`src/sv/assert_macros.svh`:
```
// assertion macros used by per_element_latest_hit_select
// no dependencies; checks compile away when SYNTHESIS is defined
`ifndef ASSERT_MACROS_SVH
`define ASSERT_MACROS_SVH
`ifndef SYNTHESIS
// antecedent holds in this cycle -> consequent holds in the same cycle
`define ASSERT_IMP(lbl, clk, rst, ante, cons) \
  lbl: assert property (@(posedge clk) disable iff (rst) (ante) |-> (cons)) \
    else $error("assertion failed");
// antecedent holds in this cycle -> consequent holds in the next cycle
`define ASSERT_NXT(lbl, clk, rst, ante, cons) \
  lbl: assert property (@(posedge clk) disable iff (rst) (ante) |=> (cons)) \
    else $error("assertion failed");
`else
`define ASSERT_IMP(lbl, clk, rst, ante, cons)
`define ASSERT_NXT(lbl, clk, rst, ante, cons)
`endif
`endif

```
`src/sv/pels_ram.sv`:
```
// generic single-write, single-read ram with registered read data
// no dependencies; read during write to the same entry returns old data
module pels_ram #(
  parameter int WIDTH = 8,
  parameter int DEPTH = 16
) (
  input  logic                     clk,
  input  logic                     we,
  input  logic [$clog2(DEPTH)-1:0] waddr,
  input  logic [WIDTH-1:0]         wdata,
  input  logic                     re,
  input  logic [$clog2(DEPTH)-1:0] raddr,
  output logic [WIDTH-1:0]         rdata
);

  logic [WIDTH-1:0] mem [DEPTH];

  always_ff @(posedge clk) begin
    if (we) begin
      mem[waddr] <= wdata;
    end
    if (re) begin
      rdata <= mem[raddr];
    end
  end

endmodule

```
`config.mk`:
```
export PLATFORM = sky130hd
export DESIGN_NAME = pels_ram
export DESIGN_NICKNAME = d
export VERILOG_FILES = /design/src/sv/assert_macros.svh /design/src/sv/pels_ram.sv
export SDC_FILE = /design/constraint.sdc
export NUM_CORES = 1
export LEC_CHECK = 0
export ABC_AREA = 1
export BUFFER_PORTS_ARGS = -buffer_cell sky130_fd_sc_hd__buf_4
export CAP_MARGIN = 5
export CORE_MARGIN = 4
export CORE_UTILIZATION = 34
export DETAILED_ROUTE_END_ITERATION = 10
export GPL_TIMING_DRIVEN = 0
export PLACE_DENSITY = 0.53
export SLEW_MARGIN = 0
export SYNTH_ARGS = -nofsm -noshare
export SYNTH_HDL_FRONTEND = slang
export SYNTH_SLANG_ARGS = --single-unit
```
`constraint.sdc`:
```
create_clock -name clk -period 1.36 [get_ports clk]
set_input_delay 0.204 -clock clk [delete_from_list [all_inputs] [get_ports clk]]
set_output_delay 0.204 -clock clk [all_outputs]
set_load 0.01 [all_outputs]
```
==> impl_results.md <==
- RSZ-0062 raised after global routing: no
- Seq. cell area: 0.00408 mm^2
- DP Worst Slack: -0.393 ns
- Critical Path Source Type: input pin
- TritonCTS Sinks: 136
- Total power: 10.1 mW
- Core region area: 0.0167 mm^2
- Vias in the first global route: 3647
- Die Y: 139 um
- Cell area after layout: 0.00690 mm^2
- YS warnings: 0
- Synth Net Count: 570
- Num CTS Buffers: 17
- Antenna diodes: 0
- Met3 wire len: 829 um
- Share of layout cells above drive strength 1: 13.4%
- Filler cell count: 1605
- Crit end category: register
- Detail Placement HPWL: 9710 um
- Area contributors post-synth: edfxtp_1 70%, nand2_1 11%, nand3_1 8.3%
- Cts hold-fix bufs: 0
- Area Overhead vs Synth: 18.1%
- CTS HTree Levels: 4
- Clock root buffer: clkbuf_16
- Initial antenna violation count: 0
- Drc violations: 0
- Clock insertion delay at the later pin of the skew report: 0.42 ns
- Skew final: 0.00760 ns
- Footprint of the multi-input gates: 0.00122 mm^2
- CTS tree: built
- Final Hold Vio Count: 0
- Crit path DAT: 1.33 ns
- VDD IR max: 0.911 mV
- Worst-margin pin slew: 0.891 ns
- Leakage: 2.93 nW
- Nets@finish: 612
- Synth Register Bits: 136
- Final min period: 1.29 ns
- CTS Buffer Depth: 2
- Register area share after synthesis: 69.8%
- Die area: 0.0194 mm^2
- Num ports: 27
- Final WL: 14600 um
- WL per Instance: 17.7 um
- Via count: 3833
- Power Density: 1460 mW/mm^2
- Final WS setup: 0.0728 ns
- Cts repair resizes: 0
- DP Area: 0.00629 mm^2
- Relative slew margins: 40.4%
- Routed Antenna Nets: 0
- Yosys top cell by area: edfxtp_1
- Initial core utilization: 35.0%
- Die width: 139 um
- Highest Clock Rate: 0.777 GHz
- RD Place Congestion: 0.828
- Post-Syn Instances: 551
- Buffers on Ports: 23
- Remaining Overflow, GRT: 0
- CTS clock-pin slew for the worst setup and hold paths: 0.06 ns
- Crit path required time: 1.40 ns
- Row count: 47
- Final Setup Violations: 0
- GR Util All Layers: 15.7%
- Period utilisation layout: 94.6%
- Post-CTS Setup Bufs: 0
- Syn Std Cell Area: 0.00585 mm^2
- Met1 wire length: 6860 um
- First-pass GRT wire length: 22300 um
- Via-to-Cell Ratio: 4.64
- Syn_area_per_cell: 10.6 um^2
- Pins Over Slew Limit: 0
- Critical Path Fanout Max: 8
- Pin count of the biggest net entering global routing: 17
- Crit Path Class: in2reg
- DRT Pass-1 Iters: 5
- Top Metal Used: met4
- Setup TNS: 0 ns
- DRT iter0 DRCs: 306
- Status: finished clean
- Met2 wire length: 6680 um
- Yosys top cell area share: 69.8%
- Synth unique cells: 11
- Max cap viols: 0
- Hold Crit Class: in2reg
## worst max-delay path: stages
cell and delay, ns:
buf_4 0.12, nand3b_1 0.29, nor2_1 0.70
## state kept, by name, summed over array words and instances, names as in the netlist
register	flops
rdata	8
mem	128
## synth_stat cells
master	n
buf_1	1
buf_2	13
buf_4	4
buf_6	6
edfxtp_1	136
inv_1	100
inv_2	2
nand2_1	173
nand3_1	97
nand3b_1	2
nor2_1	17
## path summary, 6_finish.rpt
kind | depth (start not counted) | start | end | slack [ns]
hold reg to reg | 6 | mem[0][6] | rdata[6] | 0.80
hold / removal | 1 | re | rdata[3] | 0.05
setup reg to reg | 6 | mem[10][1] | rdata[1] | 0.18
setup / recovery | 3 | waddr[3] | mem[5][5] | 0.07
## power breakdown
part	switching, mW	internal (mW)
clock	1.77	2.89
combinational	0.449	0.200
sequential	0.0217	4.72
total	2.24	7.82
## cells by family after synthesis
group	after synthesis	share of synthesized area (%)
buffers and inverters	126	9.39
DFF	136	69.8
and+or+nand+nor	289	20.8
## placed cells by master (no fill, tap or decap)
cell,instances
buf_1,1
buf_2,13
buf_4,27
buf_6,6
bufinv_16,3
clkbuf_1,1
clkbuf_16,17
clkinv_1,1
clkinv_2,2
clkinv_4,2
clkinvlp_4,2
edfxtp_1,136
inv_1,100
inv_2,2
inv_6,4
nand2_1,173
nand3_1,97
nand3b_1,2
nor2_1,14
nor2_2,3
## stage by stage
| step | hold slack (ns) | std cells | utilization (%) |
|---|---|---|---|
| after floorplan | 0.303 | 551 | - |
| after global placement | 0.480 | 794 | 37.7 |
| after detailed placement | 0.483 | 794 | 37.7 |
| after CTS | 0.0406 | 826 | 41.3 |
| after global routing | 0.0548 | 826 | 41.3 |
| final | 0.0536 | 826 | 41.3 |
## per-layer routing
metal / global-route usage, % / vias to the layer above
li1: - / 1869
met4: 5.46 / 0
met5: 0 / -
met2: 23.4 / 131
met3: 3.41 / 17
met1: 22.7 / 1816
## final cells by class
type,count,area share (%)
Clock inverter,14,2.48
Tap cell,220,3.99
Inverter,102,5.55
Timing Repair Buffer,23,2.50
Sequential cell,136,59.2
Multi-Input combinational cell,289,17.7
Clock buffer,18,6.22
Buffer,24,2.41
(Power assumes the default switching activity.)
