--- src/sv/assert_macros.svh ---
// assertion macros used by per_element_latest_hit_select
// no dependencies; checks compile away when SYNTHESIS is defined
`ifndef ASSERT_MACROS_SVH
`define ASSERT_MACROS_SVH
`ifndef SYNTHESIS
// antecedent holds in this cycle -> consequent holds in the same cycle
`define ASSERT_IMP(lbl, clk, rst, ante, cons) \
  lbl: assert property (@(posedge clk) disable iff (rst) (ante) |-> (cons)) \
    else $error("assertion failed");
// antecedent holds in this cycle -> consequent holds in the next cycle
`define ASSERT_NXT(lbl, clk, rst, ante, cons) \
  lbl: assert property (@(posedge clk) disable iff (rst) (ante) |=> (cons)) \
    else $error("assertion failed");
`else
`define ASSERT_IMP(lbl, clk, rst, ante, cons)
`define ASSERT_NXT(lbl, clk, rst, ante, cons)
`endif
`endif

--- src/sv/pels_pkg.sv ---
// shared types and constants of the per-element latest hit select block
// no dependencies
package pels_pkg;

  localparam int NUM_ELEMENTS_DEF = 256;
  localparam int MAX_HITS         = 4096;

  // field widths
  localparam int DET_W  = 8;
  localparam int ELE_W  = 8;
  localparam int TIME_W = 16;
  localparam int POS_W  = 12;

  localparam int S_TDATA_W = 48;
  localparam int M_TDATA_W = 40;

  // table word: {position, time}
  localparam int MEM_W = POS_W + TIME_W;

  // presence bits are kept in groups of sixteen
  localparam int GROUP_W    = 16;
  localparam int GROUP_BITS = 4;

  // register file
  localparam int APB_ADDR_W = 3;
  localparam logic ADDR_DETECTOR_SELECT = 1'b0;

  typedef struct packed {
    logic found;  // some bit set
    logic more;   // a set bit above the first one
  } pick_t;

endpackage

--- src/sv/pels_pick.sv ---
// lowest set bit of a vector, with flags for any bit and a second bit
// depends on pels_pkg
module pels_pick #(
  parameter int WIDTH = 16,
  parameter int IDX_W = 4
) (
  input  logic [WIDTH-1:0] vec,
  output logic [IDX_W-1:0] idx,
  output pels_pkg::pick_t  res
);
  import pels_pkg::*;

  always_comb begin
    idx = '0;
    for (int i = WIDTH - 1; i >= 0; i--) begin
      if (vec[i]) begin
        idx = IDX_W'(i);
      end
    end
    res.found = |vec;
    // clearing the lowest set bit leaves something only if at least two were set
    res.more  = |(vec & (vec - WIDTH'(1)));
  end

endmodule

--- config.mk ---
export PLATFORM = sky130hd
export DESIGN_NAME = pels_pick
export DESIGN_NICKNAME = d
export VERILOG_FILES = /design/src/sv/assert_macros.svh /design/src/sv/pels_pkg.sv /design/src/sv/pels_pick.sv
export SDC_FILE = /design/constraint.sdc
export NUM_CORES = 1
export LEC_CHECK = 0
export ABC_AREA = 1
export BUFFER_PORTS_ARGS = -buffer_cell sky130_fd_sc_hd__buf_2
export CORE_AREA = 2 2 39 41
export DETAILED_ROUTE_END_ITERATION = 10
export DIE_AREA = 0 0 41 43
export SYNTH_ARGS = -nofsm -noshare
export SYNTH_HDL_FRONTEND = slang
export SYNTH_SLANG_ARGS = --single-unit
--- constraint.sdc ---
create_clock -name vclk -period 2.39
set_input_delay 0.478 -clock vclk [all_inputs]
set_output_delay 0.478 -clock vclk [all_outputs]
set_load 0.005 [all_outputs]
==> impl_metrics.env <==
export IMPL_overflow=0
export IMPL_grt_start_max_net_pins=8
export IMPL_fin_crit_sh=0.9190
export IMPL_clock_fmax_mhz=455.3
export IMPL_drt_pass1_iterations=2
export IMPL_max_cap_viol_count=0
export IMPL_stdcell_count=117
export IMPL_dieHeight_um=43
export IMPL_p_per_area_nw_per_um2=126.4
export IMPL_period_needed_ps=2197
export IMPL_cp_max_fo=7
export IMPL_synth_area_um2=407.9
export IMPL_die_area_um2=1763
export IMPL_cts_hold_buf=0
export IMPL_grt_pass1_wl_um=1683
export IMPL_grt_usage=0.1259
export IMPL_place_inst=117
export IMPL_rsz0062_at_grt="no"
export IMPL_antenna_found_initial=0
export IMPL_num_clock_buffers=0
export IMPL_die_w_um=41
export IMPL_num_rows=14
export IMPL_peakVddDrop_mv=0.04425
export IMPL_synthTopCellsByArea="nand2_1 20%, inv_1 14%, nor2_1 9.2%"
export IMPL_worstHoldPathType="in2out"
export IMPL_seq_cells=0
export IMPL_fin_setup_tns_ps=0
export IMPL_slew_violations=0
export IMPL_worstPathArrival_ps=1720
export IMPL_placed_area_um2=538.0
export IMPL_worst_slew_pin_slew_ps=252.2
export IMPL_status="complete, no violations"
export IMPL_initial_core_util=0.2948
export IMPL_dr_first_iter_drc_count=4
export IMPL_drive_gt1_frac=0.3663
export IMPL_portBuffers=22
export IMPL_drt_wl_total_um=1003
export IMPL_synth_distinct_cells=21
export IMPL_avgRoutedWirePerCell_um=8.573
export IMPL_vias=523
export IMPL_synth_top_area_share=0.2025
export IMPL_dp_hpwl_um=892.7
export IMPL_worstSetupStartpointType="primary input"
export IMPL_cp_required_ps=1910
export IMPL_final_cell_mix="22 x nand2_1, 22 x buf_2, 15 x inv_1"
export IMPL_worstHoldPathCells=3
export IMPL_path_class="in2out"
export IMPL_grt_pass1_vias=443
export IMPL_cts_resized=0
export IMPL_antenna_cells=0
export IMPL_core_um2=1384
export IMPL_worst_setup_path_end_kind="primary output"
export IMPL_power_total_uw=68.02
export IMPL_drc=0
export IMPL_post_cts_setup_buffers=0
export IMPL_ant_nets=0
export IMPL_synth_fp_nets=95
export IMPL_stdcell_area_um2=538.0
export IMPL_final_seq_area_um2=0
export IMPL_avgSynthCellArea_um2=5.163
export IMPL_ios=22
export IMPL_yosysTopAreaCell="nand2_1"
export IMPL_hold_viol_final=0
export IMPL_vias_per_cell=4.470
export IMPL_yosysSeqAreaShare=0
export IMPL_nNetsFinal=119
export IMPL_areaGrowthSynthToFinish_pct=31.90
export IMPL_yosys_warnings=0
export IMPL_max_slew_margin=0.8306
export IMPL_post_route_util=0.3888
export IMPL_postSynthCellCount=79
export IMPL_gp_congestion=0.8169
export IMPL_leakagePower_nw=0.2964
export IMPL_setup_viol=0
## cell usage after synthesis
cell,instances
a21boi_2,1
a21oi_1,4
a31oi_1,2
inv_1,15
inv_2,1
nand2_1,22
nand2_2,1
nand2_4,1
nand3_1,1
nand4_1,1
nor2_1,10
nor2_2,5
nor2_4,2
nor3_1,2
nor3_2,3
nor3b_4,1
o2111ai_1,1
o21ai_0,2
o21ai_1,2
o22ai_1,1
o31ai_1,1
## where the power goes
group          switching (mW)  internal (mW)
Clock                       0              0
Sequential                  0              0
Combinational          0.0402         0.0278
Total                  0.0402         0.0278
## layer usage
metal / GRT usage / vias to the layer above / share of wire
li1: - / 296 / -
met1: 0.1709 / 217 / 0.48
met2: 0.2250 / 10 / 0.48
met3: 0 / 0 / 0.040
met4: 0 / 0 / 0
met5: 0 / - / 0
## worst paths after layout
path | from | to | slack (ps)
max | vec[1] | res[0] | 190
min | vec[0] | idx[0] | 1240
## logic make-up (layout without fill, tap and decap cells)
logic type,Yosys count,in the layout,share of synthesized area
AO/OA/AOI/OAI,14,14,0.2117
AND/OR/NAND/NOR,49,49,0.6411
buffers and inverters,16,38,0.1472
## cell type report
cell class	instances	area [um2]
fillers	163	845.8
inverters	16	60.06
well taps	16	20.02
multi-input cells	63	347.8
repair buffers	22	110.1
## worst max-delay path, cell delays in order
cell	delay [ps]
buf_2	130
nor2_4	150
nand2_4	100
nor3b_4	250
a21oi_1	100
nor3_1	250
nand4_1	120
buf_2	130
## per-stage QoR
step | setup slack [ps] | hold WS [ps]
detailed placement | 178.7 | 1237
floorplan | 591.5 | 983.6
global route | 74.78 | 1262
CTS | 176.4 | 1236
global placement | 184.9 | 1235
finish | 193.5 | 1236
No activity file was read; power rests on OpenSTA's default activity.
